<file path="config.mk">
export PLATFORM = sky130hd
export DESIGN_NAME = ccc_lane
export DESIGN_NICKNAME = d
export VERILOG_FILES = /design/src/rtl/core/ccc_pkg.sv /design/src/rtl/core/ccc_lane.sv
export SDC_FILE = /design/constraint.sdc
export NUM_CORES = 1
export LEC_CHECK = 0
export BUFFER_PORTS_ARGS = -buffer_cell sky130_fd_sc_hd__buf_2
export CAP_MARGIN = 10
export CORE_AREA = 2 2 154 156
export DETAILED_ROUTE_END_ITERATION = 12
export DIE_AREA = 0 0 156 158
export GPL_ROUTABILITY_DRIVEN = 0
export GPL_TIMING_DRIVEN = 0
export PLACE_DENSITY_LB_ADDON = 0.08
export SETUP_SLACK_MARGIN = 0.3
export SYNTH_ARGS = -nofsm -noshare
export SYNTH_HDL_FRONTEND = slang
export SYNTH_SLANG_ARGS = --single-unit
</file>
<file path="constraint.sdc">
create_clock -name clk -period 3.4 [get_ports clk]
set_input_delay 0.34 -clock clk [delete_from_list [all_inputs] [get_ports clk]]
set_output_delay 0.34 -clock clk [all_outputs]
set_load 0.01 [all_outputs]
</file>
<file path="src/rtl/core/ccc_pkg.sv">
package ccc_pkg;

    // Block configuration.
    localparam int NUM_CLASSES       = 7;
    localparam int SAMPLES_PER_CLASS = 5;
    localparam int PERIOD_BITS       = 20;

    // Port widths.
    localparam int PERIOD_W = 20;
    localparam int KIND_W   = 2;
    localparam int IDX_W    = 3;
    localparam int DIST_W   = PERIOD_W + 2;

    // Only the low PERIOD_BITS bits of a measured period take part.
    localparam int EFF_BITS = (PERIOD_BITS < PERIOD_W) ? PERIOD_BITS : PERIOD_W;
    localparam logic [PERIOD_W-1:0] PERIOD_MASK =
        PERIOD_W'((64'd1 << EFF_BITS) - 64'd1);

    // Internal widths.
    localparam int CLS_W  = $clog2(NUM_CLASSES + 1);
    localparam int LANE_W = $clog2(NUM_CLASSES);
    localparam int CNT_W  = $clog2(SAMPLES_PER_CLASS + 1);
    localparam int SUM_W  = PERIOD_W + $clog2(SAMPLES_PER_CLASS);

    // Division of a sum by SAMPLES_PER_CLASS as a multiply by a rounded-up
    // reciprocal and a shift. With the extra shift of log2 of the divisor
    // the truncated quotient is exact for every sum below 2**SUM_W.
    localparam int DIV_SH   = SUM_W + $clog2(SAMPLES_PER_CLASS);
    localparam int RECIP_W  = SUM_W + 1;
    localparam int PROD_W   = SUM_W + RECIP_W;
    localparam longint unsigned RECIP =
        ((64'd1 << DIV_SH) + longint'(SAMPLES_PER_CLASS) - 64'd1) / SAMPLES_PER_CLASS;

    typedef logic [DIST_W-1:0] dist_t;

    typedef enum logic [KIND_W-1:0] {
        KIND_SAMPLE   = 2'd0,
        KIND_STORED   = 2'd1,
        KIND_CLASSIFY = 2'd2
    } kind_t;

    typedef struct packed {
        logic [PERIOD_W-1:0] r;
        logic [PERIOD_W-1:0] g;
        logic [PERIOD_W-1:0] b;
    } triple_t;

    // Controls from the sequencer to the calibration accumulator.
    typedef struct packed {
        logic acc;
        logic div;
        logic clear;
    } calib_ctl_t;

    // Status and result of the merging stage.
    typedef struct packed {
        logic              done;
        logic [LANE_W-1:0] idx;
        dist_t             best_dist;
    } merge_stat_t;

    typedef struct packed {
        kind_t              kind;
        logic [IDX_W-1:0]   class_index;
        dist_t              distance;
        triple_t            avg;
    } res_t;

endpackage

</file>
<file path="src/rtl/core/ccc_lane.sv">
module ccc_lane (
    input  logic             clk,
    input  ccc_pkg::triple_t sample,
    input  ccc_pkg::triple_t reference,
    output ccc_pkg::dist_t   l1_dist
);

    logic [ccc_pkg::PERIOD_W-1:0] dr_reg;
    logic [ccc_pkg::PERIOD_W-1:0] dg_reg;
    logic [ccc_pkg::PERIOD_W-1:0] db_reg;
    ccc_pkg::dist_t               dist_reg;

    // First stage: absolute channel differences. Second stage: their sum.
    always_ff @(posedge clk)
    begin
        dr_reg <= (sample.r >= reference.r) ? (sample.r - reference.r)
                                            : (reference.r - sample.r);
        dg_reg <= (sample.g >= reference.g) ? (sample.g - reference.g)
                                            : (reference.g - sample.g);
        db_reg <= (sample.b >= reference.b) ? (sample.b - reference.b)
                                            : (reference.b - sample.b);
        dist_reg <= ccc_pkg::DIST_W'(dr_reg) + ccc_pkg::DIST_W'(dg_reg)
                  + ccc_pkg::DIST_W'(db_reg);
    end

    assign l1_dist = dist_reg;

endmodule

</file>
==> results by group <==
Status
  – Run status: finished, final reports clean

Finish
  – Synthesis-to-layout area growth: 15.8%
  – Number of flip-flops under the largest register name: 22
  – Summed area of non-filler cells in the final layout: between 10000 and 15000 µm²
  – Share of cells above drive strength 1: 18.6%
  – Diode insertion count for antenna repair: 0
  – Total number of nets in the final design: 1566

Detailed routing
  – Number of DRC markers after the initial detailed-route iteration: 371
  – Vias post-DR: 8177
  – Final ANT Viol Nets: 0
  – Avg Vias per Cell: 5.20
  – Post-route DRC: 0
  – DR pass1 iterations: 5
  – Total wire length: approximately 24000 µm
  – Wire length per cell after detailed routing: between 15 and 20 µm

Synth
  – Dominant combinational cell family by area after synthesis: compound AO/OA/AOI/OAI gates
  – Seq/Total Area, Yosys: 18.1%
  – Post-synthesis register bit count: 82
  – Number of distinct library cells after synthesis: 78
  – Largest area contributor in the netlist: ha_1
  – Synthesis Warnings: 0
  – Post-synthesis net count: about 1400
  – Most numerous cell in the Yosys netlist: inv_1
  – Synthesized-area fraction occupied by ao, oa, aoi and oai cells: 25.5%
  – Xor and xnor fraction of the mapped netlist area: 6.57%
  – Syn Inst Count: 1125
  – Synth Cell Area: 9060 µm²
  – Cell types with the highest counts after synthesis: 150 x inv_1, 136 x ha_1, 107 x a21oi_1, 82 x dfxtp_1, 64 x o21ai_0
  – Simple-gate share of the synthesized area: a little over an eighth
  – Average instance area after synthesis: 8.06 µm²
  – Adder-cell share of the synthesized area: around a quarter
  – Mux share of post-synthesis cell area: 2.36%
  – Synth top area share: between 10% and 20%
  – Asr flop ratio synth: 0%
  – Number of enable-type register cells in the synthesized netlist: 0
  – Main synth FF type: dfxtp_1
  – Leading cell types by total area after synthesis: ha_1 19%, dfxtp_1 18%, inv_1 6.2%, fa_1 6.0%, a21oi_1 5.9%

Clock tree
  – Clk buf depth: 2
  – Clock tree root buffer cell: clkbuf_16
  – Number of buffers added by the clock tree synthesis step: 9
  – Later-pin clock latency in the skew report: 0.33 ns
  – Clock tree from TritonCTS: yes
  – H-tree depth reported by CTS: 3
  – Clk slew on worst S/H paths: 0.06 ns
  – Hold-fix buffers, CTS: 0
  – Num Clock Sinks: 82

Floorplanning
  – Number of top-level design ports: 143
  – Core Area: 23100 µm²
  – Die outline area: ~25000 µm²
  – Effective utilization at floorplan: 39.3%
  – Die Y: 158 µm
  – Width of the die: approximately 160 µm
  – Number of placement rows: 56

Setup path
  – Critical path launch point type: register
  – Required time of the critical path: 3.62 ns
  – Category of the critical setup timing path: reg2reg
  – Max FO, Critical Path: 3
  – Type of destination of the critical path: register
  – Worst endpoint data arrival time: 3.17 ns

GRT
  – Global route overflow: 0
  – Largest net degree at the start of global routing: 13
  – Vias in the first global route: 7700
  – Wire length of the first global-routing pass: 38800 µm
  – Number of antenna violations at the first check in global routing: 0
  – Global router's overall resource usage: 19.6%

STA
  – RSZ-0062 raised after global routing: no
  – Slew headroom: 65.6%
  – Setup_tns: 0 ns
  – Clock Skew: between 0.007 and 0.008 ns
  – Count of endpoints failing hold in the final timing report: 0
  – Fmax: about 0.34 GHz
  – Number of max-slew violations in the final report: 0
  – Period utilisation layout: 87.0%
  – Tmin final: 2.96 ns
  – Final setup violation count: 0
  – Hold slack: 0.322 ns
  – Worst-margin pin slew: just over 0.5 ns

Place
  – # port buffers: 142
  – Post-Place Cell Area: between 10000 and 15000 µm²
  – Detailed placement HPWL: between 20000 and 25000 µm

Power and ir drop
  – Clock power share: 14.3%
  – Net load switching power: 2.83 mW
  – Leakage power: 5.34 nW
  – Internal power: approximately 3.8 mW
  – Comb power frac: 62.2%
  – Largest voltage drop on the vdd net: 0.362 mV
  – Sequential fraction of design power: 23.5%
  – Power per standard cell area: 628 nW/µm²
  – Switching Fraction: a little over two fifths
  – PnR Total Power: 6.59 mW

Worst hold path
  – Worst hold path class: in2reg

Job
  – Max-cap violations: 0
[per-layer routing]
metal	GRT usage (%)	wire length (µm)
met1	28.3	12400
met2	31.8	10800
met3	2.05	875
met4	3.67	229
met5	0	0
[worst paths after layout]
check	start	endpoint	slack, ns	cells past startpoint
setup / recovery	dr_reg[1]	l1_dist[21]	0.44	11
hold / removal	reference[40]	dr_reg[0]	0.32	3
setup reg to reg	dr_reg[1]	l1_dist[21]	0.44	11
hold reg to reg	db_reg[0]	l1_dist[0]	0.62	3
[stage by stage]
stage	std cells	utilization (%)	setup WS (ns)
final	1574	45.5	0.444
after global routing	1574	45.5	0.285
after CTS	1571	45.3	0.325
after detailed placement	1557	44.0	0.132
after global placement	1557	44.0	0.191
after floorplan	1125	-	0.490
[layout make-up]
cell class / instances / area, µm²
repair buffers: 146 / 741
fillers: 2365 / 12600
multi-input cells: 847 / 6630
well taps: 290 / 363
clock buffers: 10 / 239
clock inverters: 3 / 42.5
flip-flops and latches: 82 / 1640
inverters: 150 / 563
plain buffers: 46 / 270
[kinds of logic after synthesis]
| kind of cell | Yosys count |
|---|---|
| flip-flops | 82 |
| XOR/XNOR | 68 |
| buffers and inverters | 196 |
| multiplexers | 20 |
| AND/OR/NAND/NOR | 244 |
| AO/OA/AOI/OAI | 352 |
| adder cells (fa/ha/maj) | 163 |
[placed cells by master, fill, tap and decap left out, types with 8 or more instances in the layout]
cell and count:
a211oi_1 8, a21o_1 44, a21oi_1 105, a31oi_1 15
and2_1 9, and3_1 9, buf_2 171, clkbuf_16 9
dfxtp_1 81, fa_1 26, ha_1 135, inv_1 150
mux2i_1 17, nand2_1 52, nand2b_1 10, nand3_1 26
nand4_1 13, nor2_1 55, nor2b_1 16, nor3_1 25
o211ai_1 12, o21a_1 16, o21ai_0 64, o21ai_1 10
o21bai_1 12, xnor2_1 41, xor2_1 27
[power by group through the flow]
stage                     clock network [mW]  logic [mW]  registers (mW)
final                                  0.941        4.10            1.55
after global placement                     0        3.86            1.57
after floorplan                            0        2.82            1.57
after detailed placement                   0        3.87            1.57
after CTS                              0.960        3.92            1.55
after global routing                    1.00        4.63            1.58
[timing repair]
action / 4_1_cts / 5_1_grt
buffers inserted: 1 / 3
gates resized for setup: 2 / 8
pin swaps: 1 / 8
endpoints found under the setup margin: 3 / 3
[worst max-delay path, cell delays in order (launching register included)]
cell and delay [ns]:
dfxtp_1 0.32, fa_1 0.52, ha_4 0.20, fa_2 0.35
a21o_1 0.20, a21oi_2 0.17, o21a_1 0.17, o211ai_1 0.13
and3_1 0.24, or2_2 0.32, a21oi_2 0.13, o21ai_0 0.09
(Power assumes the default switching activity.)
