## config.mk

```make
export PLATFORM = sky130hd
export DESIGN_NAME = ccc_calib
export DESIGN_NICKNAME = d
export VERILOG_FILES = /design/src/rtl/core/ccc_pkg.sv /design/src/rtl/core/ccc_calib.sv
export SDC_FILE = /design/constraint.sdc
export NUM_CORES = 1
export LEC_CHECK = 0
export BUFFER_PORTS_ARGS = -buffer_cell sky130_fd_sc_hd__buf_2
export CAP_MARGIN = 20
export CORE_MARGIN = 10
export CORE_UTILIZATION = 42
export CTS_BUF_LIST = sky130_fd_sc_hd__clkbuf_8 sky130_fd_sc_hd__clkbuf_16
export DETAILED_ROUTE_END_ITERATION = 10
export PLACE_DENSITY = 0.7
export SLEW_MARGIN = 20
export SYNTH_ARGS = -nofsm -noshare
export SYNTH_HDL_FRONTEND = slang
export SYNTH_SLANG_ARGS = --single-unit
```

## constraint.sdc

```tcl
create_clock -name clk -period 7.8 [get_ports clk]
set_input_delay 0 -clock clk [delete_from_list [all_inputs] [get_ports clk]]
set_output_delay 0 -clock clk [all_outputs]
set_load 0.02 [all_outputs]
```

## src/rtl/core/ccc_pkg.sv

```systemverilog
package ccc_pkg;

    // Block configuration.
    localparam int NUM_CLASSES       = 7;
    localparam int SAMPLES_PER_CLASS = 5;
    localparam int PERIOD_BITS       = 20;

    // Port widths.
    localparam int PERIOD_W = 20;
    localparam int KIND_W   = 2;
    localparam int IDX_W    = 3;
    localparam int DIST_W   = PERIOD_W + 2;

    // Only the low PERIOD_BITS bits of a measured period take part.
    localparam int EFF_BITS = (PERIOD_BITS < PERIOD_W) ? PERIOD_BITS : PERIOD_W;
    localparam logic [PERIOD_W-1:0] PERIOD_MASK =
        PERIOD_W'((64'd1 << EFF_BITS) - 64'd1);

    // Internal widths.
    localparam int CLS_W  = $clog2(NUM_CLASSES + 1);
    localparam int LANE_W = $clog2(NUM_CLASSES);
    localparam int CNT_W  = $clog2(SAMPLES_PER_CLASS + 1);
    localparam int SUM_W  = PERIOD_W + $clog2(SAMPLES_PER_CLASS);

    // Division of a sum by SAMPLES_PER_CLASS as a multiply by a rounded-up
    // reciprocal and a shift. With the extra shift of log2 of the divisor
    // the truncated quotient is exact for every sum below 2**SUM_W.
    localparam int DIV_SH   = SUM_W + $clog2(SAMPLES_PER_CLASS);
    localparam int RECIP_W  = SUM_W + 1;
    localparam int PROD_W   = SUM_W + RECIP_W;
    localparam longint unsigned RECIP =
        ((64'd1 << DIV_SH) + longint'(SAMPLES_PER_CLASS) - 64'd1) / SAMPLES_PER_CLASS;

    typedef logic [DIST_W-1:0] dist_t;

    typedef enum logic [KIND_W-1:0] {
        KIND_SAMPLE   = 2'd0,
        KIND_STORED   = 2'd1,
        KIND_CLASSIFY = 2'd2
    } kind_t;

    typedef struct packed {
        logic [PERIOD_W-1:0] r;
        logic [PERIOD_W-1:0] g;
        logic [PERIOD_W-1:0] b;
    } triple_t;

    // Controls from the sequencer to the calibration accumulator.
    typedef struct packed {
        logic acc;
        logic div;
        logic clear;
    } calib_ctl_t;

    // Status and result of the merging stage.
    typedef struct packed {
        logic              done;
        logic [LANE_W-1:0] idx;
        dist_t             best_dist;
    } merge_stat_t;

    typedef struct packed {
        kind_t              kind;
        logic [IDX_W-1:0]   class_index;
        dist_t              distance;
        triple_t            avg;
    } res_t;

endpackage

```

## src/rtl/core/ccc_calib.sv

```systemverilog
module ccc_calib (
    input  logic                clk,
    input  logic                rst_n,
    input  ccc_pkg::calib_ctl_t ctl,
    input  ccc_pkg::triple_t    sample,
    output logic                last,
    output ccc_pkg::triple_t    avg
);

    logic [ccc_pkg::CNT_W-1:0]   count_reg;
    logic [ccc_pkg::SUM_W-1:0]   sum_r_reg;
    logic [ccc_pkg::SUM_W-1:0]   sum_g_reg;
    logic [ccc_pkg::SUM_W-1:0]   sum_b_reg;
    logic [ccc_pkg::PROD_W-1:0]  prod_r_reg;
    logic [ccc_pkg::PROD_W-1:0]  prod_g_reg;
    logic [ccc_pkg::PROD_W-1:0]  prod_b_reg;
    logic [ccc_pkg::RECIP_W-1:0] recip;

    assign recip = ccc_pkg::RECIP_W'(ccc_pkg::RECIP);
    assign last  = (count_reg == ccc_pkg::CNT_W'(ccc_pkg::SAMPLES_PER_CLASS - 1));

    always_ff @(posedge clk or negedge rst_n)
    begin
        if (!rst_n)
        begin
            count_reg <= '0;
            sum_r_reg <= '0;
            sum_g_reg <= '0;
            sum_b_reg <= '0;
        end
        else if (ctl.acc)
        begin
            count_reg <= last ? '0 : count_reg + 1'b1;
            sum_r_reg <= sum_r_reg + ccc_pkg::SUM_W'(sample.r);
            sum_g_reg <= sum_g_reg + ccc_pkg::SUM_W'(sample.g);
            sum_b_reg <= sum_b_reg + ccc_pkg::SUM_W'(sample.b);
        end
        else if (ctl.clear)
        begin
            sum_r_reg <= '0;
            sum_g_reg <= '0;
            sum_b_reg <= '0;
        end
    end

    // Reciprocal multiply, registered before the quotient is used.
    always_ff @(posedge clk)
    begin
        if (ctl.div)
        begin
            prod_r_reg <= ccc_pkg::PROD_W'(sum_r_reg) * ccc_pkg::PROD_W'(recip);
            prod_g_reg <= ccc_pkg::PROD_W'(sum_g_reg) * ccc_pkg::PROD_W'(recip);
            prod_b_reg <= ccc_pkg::PROD_W'(sum_b_reg) * ccc_pkg::PROD_W'(recip);
        end
    end

    assign avg.r = prod_r_reg[ccc_pkg::DIV_SH +: ccc_pkg::PERIOD_W];
    assign avg.g = prod_g_reg[ccc_pkg::DIV_SH +: ccc_pkg::PERIOD_W];
    assign avg.b = prod_b_reg[ccc_pkg::DIV_SH +: ccc_pkg::PERIOD_W];

endmodule

```

==> metrics.md <==
| Metric | Value |
|---|---|
| Synthesized area | `28800 um^2` |
| Area share of the largest cell type after synthesis | `30.0%` |
| R2R cell count | `23` |
| Register bit total from synthesis | `132` |
| Clock-pin slew on the worst setup and hold paths | `0.06 ns` |
| Crit path kind | `reg2reg` |
| Wire per inst | `17.4 um` |
| Post-CTS Hold Buffers | `10` |
| Layout fillers | `6349` |
| Max_slew headroom | `36.0%` |
| DRT antenna net count | `0` |
| RSZ-0062 raised after global routing | `no` |
| CTS root buffer | `clkbuf_16` |
| Post-synth EDFFs | `60` |
| Via count | `19800` |
| Avg Inst Size Synth | `between 10 and 15 um^2` |
| Tmin final | `6.95 ns` |
| CTS tree | `yes` |
| Most common cell after layout, fill and taps aside | `inv_1` |
| Number of synthesis warnings | `0` |
| Die Wd | `282 um` |
| Total GRT Usage | `roughly 18%` |
| DRC | `0` |
| Synth-to-Final Area Change | `8.34%` |
| Final Skew | `0.0203 ns` |
| Via/cell ratio | `5.09` |
| Ys async rst share | `between 50% and 60%` |
| Setup Fix Bufs, Post-CTS | `0` |
| Worst-Skew Late Latency | `0.49 ns` |
| Yosys top cell by area | `fa_1` |
| Hold Path Class | `in2async` |
| TNS Setup | `0 ns` |
| Num CTS Buffers | `17` |
| Post-synth cell types | `68` |
| Hpwl dp | `58900 um` |
| Worst Path Required | `8.02 ns` |
| Syn_nets | `~4000` |
| DIE AREA | `79400 um^2` |
| CP Max Fanout | `6` |
| F_max | `0.144 GHz` |
| Family with the most delay on the worst path | `adder cells` |
| RR Endpoint | `prod_r_reg[43]` |
| GRT overflow | `0` |
| Global-route wire length before repair | `111000 um` |
| FP Rows | `95` |
| Final setup fails | `0` |
| Slowest cell on the critical path | `fa_1` |
| CTS Sinks | `132` |
| GPL Wtd Cong | `about 0.94` |
| Most frequent cells in the layout | `inv_1 (731), ha_1 (657), fa_1 (431), buf_2 (123), nand2_1 (108)` |
| Max incr delay on CP | `0.58 ns` |
| Slew Limit Fails | `0` |
| Worst-Margin Slew | `0.961 ns` |
| TritonRoute pass-1 iters | `5` |
| Area of the multi-input gates | `22400 um^2` |
| H-tree Lvls | `4` |
| Starting Density | `a little over two fifths` |
| Final hold violations | `0` |
| CP endpoint kind | `flip-flop` |
| I/O pin total | `between 100 and 150` |
| Final Cycle Share | `89.1%` |
| Reg-to-reg slack, setup | `0.85 ns` |
| Most used DFF post-synth | `dfrtp_1` |
| Max_cap viols | `0` |
| Port buffer count | `125` |
| Reg-to-reg startpoint | `sum_r_reg[15]` |
| Seq/Total Area, Yosys | `12.5%` |
| Crit-path cells | `inv_1 > ha_1 > inv_1 > fa_1 > inv_1 > fa_1 > inv_1 > fa_1 > inv_1 > fa_1 > fa_1 > fa_1 > inv_1 > ha_1 > nand2_1 > or2_2 > nor4_1 > a211oi_1 > a31o_2 > o21ai_1 > or4_1 > a31oi_1 > xnor2_1` |
| Register area | `about 3600 um^2` |
| Ranking of synthesized cells by area | `fa_1 (30%), ha_1 (29%), inv_1 (9.5%), dfrtp_1 (6.3%), edfxtp_1 (6.3%)` |
| Number of global-route vias before repair | `21300` |
| CP startpoint kind | `flip-flop` |
| Largest net degree at the start of global routing | `61` |
| Initial DRC count | `just over 1000` |
| WP data arrival | `7.17 ns` |
| Die Height | `282 um` |
| Core area | `around 68000 um^2` |
| CP bufs+invs | `6` |
| Initial antenna violation count | `3` |
| Layout cells sized above 1 | `5.94%` |
| Detailed Route WL | `67600 um` |
| Outcome | `complete, no violations` |
| Post-CTS Resized | `0` |
| Longest Clk Path Bufs | `2` |
| Final #Nets | `~4200` |
| Cells after Synth | `~2900` |
==> metrics by stage <==
stage | std cells | worst slack [ns] | hold WS, ns | util [%] | instance area [um^2]
global placement | 3843 | 0.994 | 0.0185 | 45.1 | 30500
detailed placement | 3843 | 0.842 | 0.0159 | 45.1 | 30500
global route | 3886 | 0.343 | 0.0498 | 46.2 | 31200
floorplan | 2859 | 1.49 | -0.296 | - | 28800
finish | 3886 | 0.853 | 0.0288 | 46.2 | 31200
CTS | 3885 | 0.813 | 0.000571 | 46.2 | 31200
==> cell families (layout without fill, tap and decap cells) <==
logic type / Yosys count / in the layout / share of synthesized area (%)
compound gates: 436 / 436 / 9.97
flops: 132 / 132 / 12.5
simple gates: 335 / 335 / 5.50
other cells: 0 / 1 / 0
xor+xnor: 120 / 120 / 3.65
fa+ha+maj: 1088 / 1088 / 58.6
buf+inv: 746 / 899 / 9.73
mux: 2 / 2 / 0.0696
==> layer usage <==
layer  vias to the layer above  part of all wire, %  global-route usage (%)  wire, um
met3                        87                  4.5                    3.16      3030
met1                      9680                   45                    22.3     30500
met2                       363                   48                    30.3     32400
met4                         4                  2.5                    5.59      1700
met5                         -                0.040                       0        27
li1                       9661                    -                       -         -
==> synthesized netlist by cell type, types with 30 or more instances <==
cell type / count
a21oi_1: 106
xor2_1: 42
nand3_1: 30
nand2_1: 108
inv_1: 727
o21ai_0: 97
a21o_1: 70
nor2_1: 77
edfxtp_1: 60
fa_1: 431
xnor2_1: 78
dfrtp_1: 72
ha_1: 657
==> worst max path at each step <==
stage	from	to	slack, ns	depth (start not counted)
CTS	sum_r_reg[6]	prod_r_reg[43]	0.81	23
global placement	sum_r_reg[6]	prod_r_reg[43]	0.99	23
finish	sum_r_reg[15]	prod_r_reg[43]	0.85	23
detailed placement	sum_r_reg[6]	prod_r_reg[43]	0.84	23
global route	sum_r_reg[6]	prod_r_reg[45]	0.34	23
floorplan	sum_r_reg[21]	prod_r_reg[43]	1.49	24
==> cell type report <==
type / instances / area share (%)
clock inverters: 15 / 0.562
multi-input cells: 1981 / 71.8
well taps: 873 / 3.50
repair buffers: 140 / 2.46
flip-flops and latches: 132 / 11.6
inverters: 727 / 8.75
diodes: 1 / 0.00803
clock buffers: 17 / 1.36
Power is left out: the tool's default activity adds up to more than one toggle a clock period on the data nets, which glitch-free logic cannot reach.
