### config.mk
export PLATFORM = sky130hd
export DESIGN_NAME = ccc_merge
export DESIGN_NICKNAME = d
export VERILOG_FILES = /design/src/rtl/core/ccc_pkg.sv /design/src/rtl/core/ccc_merge.sv
export SDC_FILE = /design/constraint.sdc
export NUM_CORES = 1
export LEC_CHECK = 0
export ABC_AREA = 1
export BUFFER_PORTS_ARGS = -buffer_cell sky130_fd_sc_hd__clkbuf_2
export CAP_MARGIN = 20
export CORE_AREA = 10 10 82 113
export DETAILED_ROUTE_END_ITERATION = 7
export DIE_AREA = 0 0 92 123
export PLACE_DENSITY = 0.8
export SKIP_CTS_REPAIR_TIMING = 1
export SLEW_MARGIN = 5
export SYNTH_ARGS = -nofsm -noshare
export SYNTH_HDL_FRONTEND = slang
export SYNTH_SLANG_ARGS = --single-unit
### constraint.sdc
create_clock -name clk -period 3.4 [get_ports clk]
set_clock_uncertainty 0.05 [all_clocks]
set_input_delay 0.68 -clock clk [delete_from_list [all_inputs] [get_ports clk]]
set_output_delay 0.68 -clock clk [all_outputs]
set_load 0.01 [all_outputs]
### src/rtl/core/ccc_pkg.sv
package ccc_pkg;

    // Block configuration.
    localparam int NUM_CLASSES       = 7;
    localparam int SAMPLES_PER_CLASS = 5;
    localparam int PERIOD_BITS       = 20;

    // Port widths.
    localparam int PERIOD_W = 20;
    localparam int KIND_W   = 2;
    localparam int IDX_W    = 3;
    localparam int DIST_W   = PERIOD_W + 2;

    // Only the low PERIOD_BITS bits of a measured period take part.
    localparam int EFF_BITS = (PERIOD_BITS < PERIOD_W) ? PERIOD_BITS : PERIOD_W;
    localparam logic [PERIOD_W-1:0] PERIOD_MASK =
        PERIOD_W'((64'd1 << EFF_BITS) - 64'd1);

    // Internal widths.
    localparam int CLS_W  = $clog2(NUM_CLASSES + 1);
    localparam int LANE_W = $clog2(NUM_CLASSES);
    localparam int CNT_W  = $clog2(SAMPLES_PER_CLASS + 1);
    localparam int SUM_W  = PERIOD_W + $clog2(SAMPLES_PER_CLASS);

    // Division of a sum by SAMPLES_PER_CLASS as a multiply by a rounded-up
    // reciprocal and a shift. With the extra shift of log2 of the divisor
    // the truncated quotient is exact for every sum below 2**SUM_W.
    localparam int DIV_SH   = SUM_W + $clog2(SAMPLES_PER_CLASS);
    localparam int RECIP_W  = SUM_W + 1;
    localparam int PROD_W   = SUM_W + RECIP_W;
    localparam longint unsigned RECIP =
        ((64'd1 << DIV_SH) + longint'(SAMPLES_PER_CLASS) - 64'd1) / SAMPLES_PER_CLASS;

    typedef logic [DIST_W-1:0] dist_t;

    typedef enum logic [KIND_W-1:0] {
        KIND_SAMPLE   = 2'd0,
        KIND_STORED   = 2'd1,
        KIND_CLASSIFY = 2'd2
    } kind_t;

    typedef struct packed {
        logic [PERIOD_W-1:0] r;
        logic [PERIOD_W-1:0] g;
        logic [PERIOD_W-1:0] b;
    } triple_t;

    // Controls from the sequencer to the calibration accumulator.
    typedef struct packed {
        logic acc;
        logic div;
        logic clear;
    } calib_ctl_t;

    // Status and result of the merging stage.
    typedef struct packed {
        logic              done;
        logic [LANE_W-1:0] idx;
        dist_t             best_dist;
    } merge_stat_t;

    typedef struct packed {
        kind_t              kind;
        logic [IDX_W-1:0]   class_index;
        dist_t              distance;
        triple_t            avg;
    } res_t;

endpackage

### src/rtl/core/ccc_merge.sv
module ccc_merge (
    input  logic                 clk,
    input  logic                 rst_n,
    input  logic                 start,
    input  ccc_pkg::dist_t       lane_dist [ccc_pkg::NUM_CLASSES],
    output ccc_pkg::merge_stat_t stat
);

    logic                      busy_reg;
    logic                      done_reg;
    logic [ccc_pkg::LANE_W-1:0] k_reg;
    logic [ccc_pkg::LANE_W-1:0] best_idx_reg;
    ccc_pkg::dist_t             best_reg;

    always_ff @(posedge clk or negedge rst_n)
    begin
        if (!rst_n)
        begin
            busy_reg <= 1'b0;
            done_reg <= 1'b0;
            k_reg    <= '0;
        end
        else
        begin
            done_reg <= 1'b0;
            if (start)
            begin
                busy_reg <= 1'b1;
                k_reg    <= ccc_pkg::LANE_W'(1);
            end
            else if (busy_reg)
            begin
                if (k_reg == ccc_pkg::LANE_W'(ccc_pkg::NUM_CLASSES - 1))
                begin
                    busy_reg <= 1'b0;
                    done_reg <= 1'b1;
                end
                else
                begin
                    k_reg <= k_reg + 1'b1;
                end
            end
        end
    end

    // Strict less-than keeps the lowest lane index on a tie.
    always_ff @(posedge clk)
    begin
        if (start)
        begin
            best_reg     <= lane_dist[0];
            best_idx_reg <= '0;
        end
        else if (busy_reg && (lane_dist[k_reg] < best_reg))
        begin
            best_reg     <= lane_dist[k_reg];
            best_idx_reg <= k_reg;
        end
    end

    assign stat.done      = done_reg;
    assign stat.idx       = best_idx_reg;
    assign stat.best_dist = best_reg;

    a_start_when_free: assert property (@(posedge clk) disable iff (!rst_n)
        start |-> !busy_reg)
        else $error("merge started while a walk is in progress");

    a_done_after_walk: assert property (@(posedge clk) disable iff (!rst_n)
        done_reg |-> $past(busy_reg))
        else $error("merge done without a walk");

    a_walk_skips_first: assert property (@(posedge clk) disable iff (!rst_n)
        busy_reg |-> (k_reg != '0))
        else $error("merge walk revisits the first lane");

endmodule

==> results of run 1 <==
synth_stat cells:
cell       n  share of area [%]
inv_6      1               0.27
buf_8      1               0.46
dfrtp_1    5                3.9
nand2_1   72                8.3
inv_1     55                6.4
a21oi_2    3               0.81
nor3_1     1               0.15
a21oi_1   31                4.8
buf_1      2               0.23
nand4_1    2               0.39
edfxtp_1  22                 20
buf_6      8                2.8
buf_4      3               0.69
a31oi_2    2               0.77
o21ai_1   42                6.5
inv_2      1               0.12
a211oi_1   3               0.69
nand2_4    2               0.69
o31ai_1    1               0.23
clkbuf_2   1               0.15
clkbuf_1   9                1.0
o21ai_0   69                 11
nand2_2    1               0.19
nand3_1   30                4.6
a31oi_1   19                3.7
dfxtp_1    3                1.9
nor2_1    68                7.9
ha_1      23                8.9
buf_2     13                2.0
nor4_2     1               0.39
o211ai_1   1               0.23
cell families (layout without fill, tap and decap cells):
kind of cell    after synthesis  count (layout)  synth area share [%]
compound gates              171             171                  28.3
fa+ha+maj                    23              23                  8.87
buf+inv                      94             264                  14.1
flops                        30              30                  26.1
simple gates                177             177                  22.6
power groups by stage:
stage	logic [mW]	registers (mW)	clock network [mW]
floorplan	0.898	0.710	0
global placement	1.39	0.673	0
detailed placement	1.43	0.678	0
CTS	1.44	0.672	0.281
global route	1.65	0.690	0.298
finish	1.45	0.675	0.287
worst max-delay path, cell delays in order (launching register included):
cell and delay, ns:
dfrtp_2 0.53, buf_12 0.23, buf_4 0.17, o21ai_0 0.10, o21ai_0 0.16, a21oi_1 0.06
a31oi_1 0.25, ha_1 0.30, a21oi_1 0.13, nor2_1 0.06, a211oi_1 0.24, nand2_2 0.11
nand2_4 0.09, nand2_4 0.06, nand2_1 0.09, buf_4 0.24
how the worst max path moves through the flow:
stage          startpoint      endpoint  cells after the start
2_1_floorplan    k_reg[0]   best_reg[0]                     14
3_3_place_gp     k_reg[0]  best_reg[14]                     14
3_5_place_dp     k_reg[0]  best_reg[21]                     15
4_1_cts          k_reg[0]  best_reg[14]                     15
5_1_grt          k_reg[0]  best_reg[17]                     14
6_report         k_reg[1]  best_reg[11]                     15
layout by cell type (no fill, tap or decap), drive strengths merged, types with 2 or more instances in the layout:
| cell | Yosys | layout |
|---|---|---|
| inv | 57 | 56 |
| o21ai | 111 | 111 |
| dfrtp | 5 | 5 |
| nand2 | 75 | 75 |
| edfxtp | 22 | 22 |
| ha | 23 | 23 |
| nand4 | 2 | 2 |
| nand3 | 30 | 30 |
| a21oi | 34 | 34 |
| dfxtp | 3 | 3 |
| buf | 27 | 17 |
| nor2 | 68 | 68 |
| a31oi | 21 | 21 |
| clkbuf | 10 | 190 |
| a211oi | 3 | 3 |
area by class of cell:
| class | count | area [sq um] |
|---|---|---|
| Tap cell | 97 | 121 |
| Clock buffer | 8 | 80.1 |
| Multi-Input combinational cell | 371 | 1940 |
| Inverter | 57 | 226 |
| Timing Repair Buffer | 199 | 1060 |
| Sequential cell | 30 | 848 |
| Fill cell | 738 | 2940 |
metal layers:
layer	track usage, %	part of all wire (%)
met3	5.58	8.5
met2	37.7	51
met5	0	0
met1	25.5	39
met4	6.38	1.7
==> summary.md, run 1 <==
| Metric | Value |
|---|---|
| Num ports | `183` |
| CP Class | `reg2reg` |
| Final worst setup slack | `0.217 ns` |
| Pre-CTS setup slack | `0.152 ns` |
| Outcome | `finished clean` |
| CP required | `3.33 ns` |
| Gr usage total | `21.6%` |
| Tmin final | `3.18 ns` |
| Vias/cell | `5.40` |
| WL final | `12.9 mm` |
| PD cells | `565 mW/mm^2` |
| Post-synthesis sequential area ratio | `26.1%` |
| Site row count | `37` |
| RD Place Congestion | `0.878` |
| Reg2Reg Setup Slack | `0.22 ns` |
| Bufs on Longest Clock Path | `2` |
| Pin count of the biggest net entering global routing | `63` |
| Distinct cells, synth | `31` |
| Final setup vio count | `0` |
| Leakage | `2.22 nW` |
| Util after Layout | `59.2%` |
| DP HPWL | `10.5 mm` |
| Flip-flop count of the largest register after layout | `22` |
| Finished Cell Area | `0.00428 sq mm` |
| Critical Path Start Type | `flip-flop` |
| Hold Crit Class | `in2async` |
| Cell Area, Synth | `0.00324 sq mm` |
| Vias in the first global route | `4210` |
| MaxCap Viol Count | `0` |
| Chip height | `123 microns` |
| Clk pwr share | `11.9%` |
| # diodes | `0` |
| Worst Reg-to-Reg Cells | `15` |
| Area after DPL | `0.00417 sq mm` |
| Starting Density | `44.9%` |
| Yosys reg bits | `30` |
| CTS tree | `built` |
| Arr. time, crit path | `3.11 ns` |
| Die W | `92 microns` |
| Clock latency on the worst-skew pair | `0.29 ns` |
| Net count reported at finish | `844` |
| Area growth syn-to-layout | `31.9%` |
| Measured slew at the worst slew-check pin | `0.652 ns` |
| Total number of yosys warnings | `0` |
| FMAX | `314 MHz` |
| TritonCTS Buffers | `5` |
| First-pass GRT wire length | `20.3 mm` |
| R2r endpoint | `best_reg[11]` |
| Drt wl/cell | `16.9 microns` |
| Net Switching | `1.12 mW` |
| Total gr overflow | `0` |
| DR vias | `4114` |
| Sw Share | `46.6%` |
| Fin. max-slew vios | `0` |
| First-pass detailed-route iteration total | `5` |
| Internal power | `1.29 mW` |
| Crit share post-route | `93.6%` |
| Fin. Hold Viols | `0` |
| Post-route ant nets | `0` |
| Dpl cells | `752` |
| Power Total | `2.42 mW` |
| Rel. slew slack | `56.5%` |
| H-tree depth | `2` |
| Hold WS | `0.153 ns` |
| Mapped Cells | `495` |
| Setup TNS | `0 ns` |
| Layout cells sized above 1 | `32.8%` |
| IO Port Bufs | `182` |
| RSZ-0062 raised after global routing | `no` |
| Sequential share of power | `27.9%` |
| Clk sinks | `30` |
| Core ar. | `0.00722 sq mm` |
| Mean Syn Cell Area | `6.55 sq um` |
| Crit path capture type | `flip-flop` |
| Syn nets | `675` |
| Die area | `0.0113 sq mm` |
| Crit Reg-Reg Startpoint | `k_reg[1]` |
| CTS Root Buffer Type | `clkbuf_8` |
| VDD IR max | `0.354 mV` |
| Initial antenna violation count | `0` |
| Worst-path maximum fanout | `40` |
| Initial DRC Count | `317` |
| Post-route DRC | `0` |
| Clk slew on worst S/H paths | `0.06 ns` |
| Final std cells w/o fill | `762` |
| Combinational fraction of design power | `60.2%` |
Power figures use the tool's default switching activity.
==> run 2, diff against run 1 <==
--- a/config.mk
+++ b/config.mk
@@ -12,6 +12,7 @@
 export DETAILED_ROUTE_END_ITERATION = 7
 export DIE_AREA = 0 0 92 123
 export PLACE_DENSITY = 0.8
+export RECOVER_POWER = 100
 export SKIP_CTS_REPAIR_TIMING = 1
 export SLEW_MARGIN = 5
 export SYNTH_ARGS = -nofsm -noshare
==> summary.md, run 2 (synthesis gave the netlist of run 1 again) <==
| Metric | Value |
|---|---|
| Bufs on Longest Clock Path | `2` |
| Critical path's slowest cell | `dfrtp_2` |
| Starting Density | `44.9%` |
| CTS Root Buffer Type | `clkbuf_8` |
| Critical path's largest stage delay | `0.52 ns` |
| Power Total | `2.38 mW` |
| PD cells | `561 mW/mm^2` |
| Gr usage total | `21.6%` |
| Initial antenna violation count | `0` |
| H-tree depth | `2` |
| First-pass GRT wire length | `20.3 mm` |
| Hold Crit Class | `in2async` |
| Combinational fraction of design power | `59.7%` |
| Net Switching | `1.12 mW` |
| Outcome | `finished clean` |
| Sw Share | `47.1%` |
| DR vias | `4125` |
| Vias/cell | `5.41` |
| TritonCTS Buffers | `5` |
| Site row count | `37` |
| RD Place Congestion | `0.878` |
| Critical Path Start Type | `flip-flop` |
| Pin count of the biggest net entering global routing | `63` |
| Tmin final | `3.18 ns` |
| DP HPWL | `10.5 mm` |
| CP Class | `reg2reg` |
| Clk pwr share | `12.0%` |
| Net count reported at finish | `844` |
| Post-route ant nets | `0` |
| Num ports | `183` |
| CTS tree | `built` |
| Clk sinks | `30` |
| Most common cell after layout, fill and taps aside | `clkbuf_2` |
| VDD IR max | `0.342 mV` |
| # diodes | `0` |
| Flip-flop count of the largest register after layout | `22` |
| Most frequent cells in the layout | `clkbuf_2, o21ai_0, nand2_1` |
| Chip height | `123 microns` |
| Drt wl/cell | `16.9 microns` |
| Initial DRC Count | `293` |
| Total gr overflow | `0` |
| Leakage | `2.13 nW` |
| Final worst setup slack | `0.221 ns` |
| Util after Layout | `58.7%` |
| Die W | `92 microns` |
| Clock latency on the worst-skew pair | `0.29 ns` |
| Vias in the first global route | `4210` |
| CP required | `3.33 ns` |
| Final setup vio count | `0` |
| CP cell instances | `buf_12 -> buf_4 -> o21ai_0 -> o21ai_0 -> a21oi_1 -> a31oi_1 -> ha_1 -> a21oi_1 -> nor2_1 -> a211oi_1 -> nand2_2 -> nand2_4 -> nand2_4 -> nand2_1 -> buf_4` |
| Post-route DRC | `0` |
| Layout cells sized above 1 | `28.4%` |
| Clk slew on worst S/H paths | `0.06 ns` |
| Setup TNS | `0 ns` |
| First-pass detailed-route iteration total | `5` |
| Die area | `0.0113 sq mm` |
| Measured slew at the worst slew-check pin | `0.827 ns` |
| IO Port Bufs | `182` |
| Rel. slew slack | `44.9%` |
| FMAX | `315 MHz` |
| Sequential share of power | `28.3%` |
| Arr. time, crit path | `3.11 ns` |
| Internal power | `1.26 mW` |
| Fin. Hold Viols | `0` |
| Worst-path maximum fanout | `40` |
| Final std cells w/o fill | `762` |
| WL final | `12.9 mm` |
| RSZ-0062 raised after global routing | `no` |
| Core ar. | `0.00722 sq mm` |
| Area growth syn-to-layout | `30.6%` |
| MaxCap Viol Count | `0` |
| Dpl cells | `752` |
| Pre-CTS setup slack | `0.152 ns` |
| Fin. max-slew vios | `0` |
| Crit path capture type | `flip-flop` |
| Crit share post-route | `93.5%` |
run 2: cell types whose count changed in the layout (fill, tap and decap cells not counted):
cell,change
clkbuf_2,-27
a21oi_1,+1
buf_4,-1
o21ai_0,+11
a21oi_2,-1
clkbuf_1,+28
o21ai_1,-11
run 2: critical path, delay by kind of cell (launching register included):
family | cells | cell delay [ns]
buffers and inverters | 3 | 0.65
flip-flops | 1 | 0.52
AO/OA/AOI/OAI | 6 | 0.94
AND/OR/NAND/NOR | 5 | 0.41
adder cells (fa/ha/maj) | 1 | 0.30
run 2: stage by stage:
stage	area, sq um	hold slack, ns
after floorplan	3240	0.334
after global placement	4170	0.438
after detailed placement	4170	0.436
after CTS	4250	0.160
after global routing	4240	0.216
final	4240	0.193
run 2: final cells by class:
type	instances	area, sq um
Timing Repair Buffer	199	1020
Fill cell	754	2990
Clock buffer	8	80.1
Multi-Input combinational cell	371	1940
Inverter	57	226
Tap cell	97	121
Sequential cell	30	848
run 2: worst paths after layout:
path,startpoint,endpoint,slack [ns],cells past startpoint
setup reg to reg,k_reg[1],best_reg[14],0.22,15
min in group clk,best_idx_reg[0],best_idx_reg[0],0.45,2
max in group asynchronous,rst_n,k_reg[0],2.86,1
setup / recovery,k_reg[1],best_reg[14],0.22,15
hold / removal,rst_n,done_reg,0.19,1
hold reg to reg,best_idx_reg[0],best_idx_reg[0],0.45,2
run 2: metal layers:
| metal | up-vias | routed length, microns | part of all wire (%) | GRT usage (%) |
|---|---|---|---|---|
| li1 | 2016 | - | - | - |
| met1 | 1893 | 5120 | 40 | 25.5 |
| met2 | 196 | 6520 | 51 | 37.7 |
| met3 | 20 | 1040 | 8.1 | 5.58 |
| met4 | 0 | 200 | 1.6 | 6.38 |
| met5 | - | 0 | 0 | 0 |
run 2: power groups by stage:
stage | combinational, mW | clock [mW] | sequential, mW
after global placement | 1.39 | 0 | 0.673
after CTS | 1.44 | 0.281 | 0.672
after floorplan | 0.898 | 0 | 0.710
after global routing | 1.61 | 0.298 | 0.689
final | 1.42 | 0.285 | 0.674
after detailed placement | 1.43 | 0 | 0.678
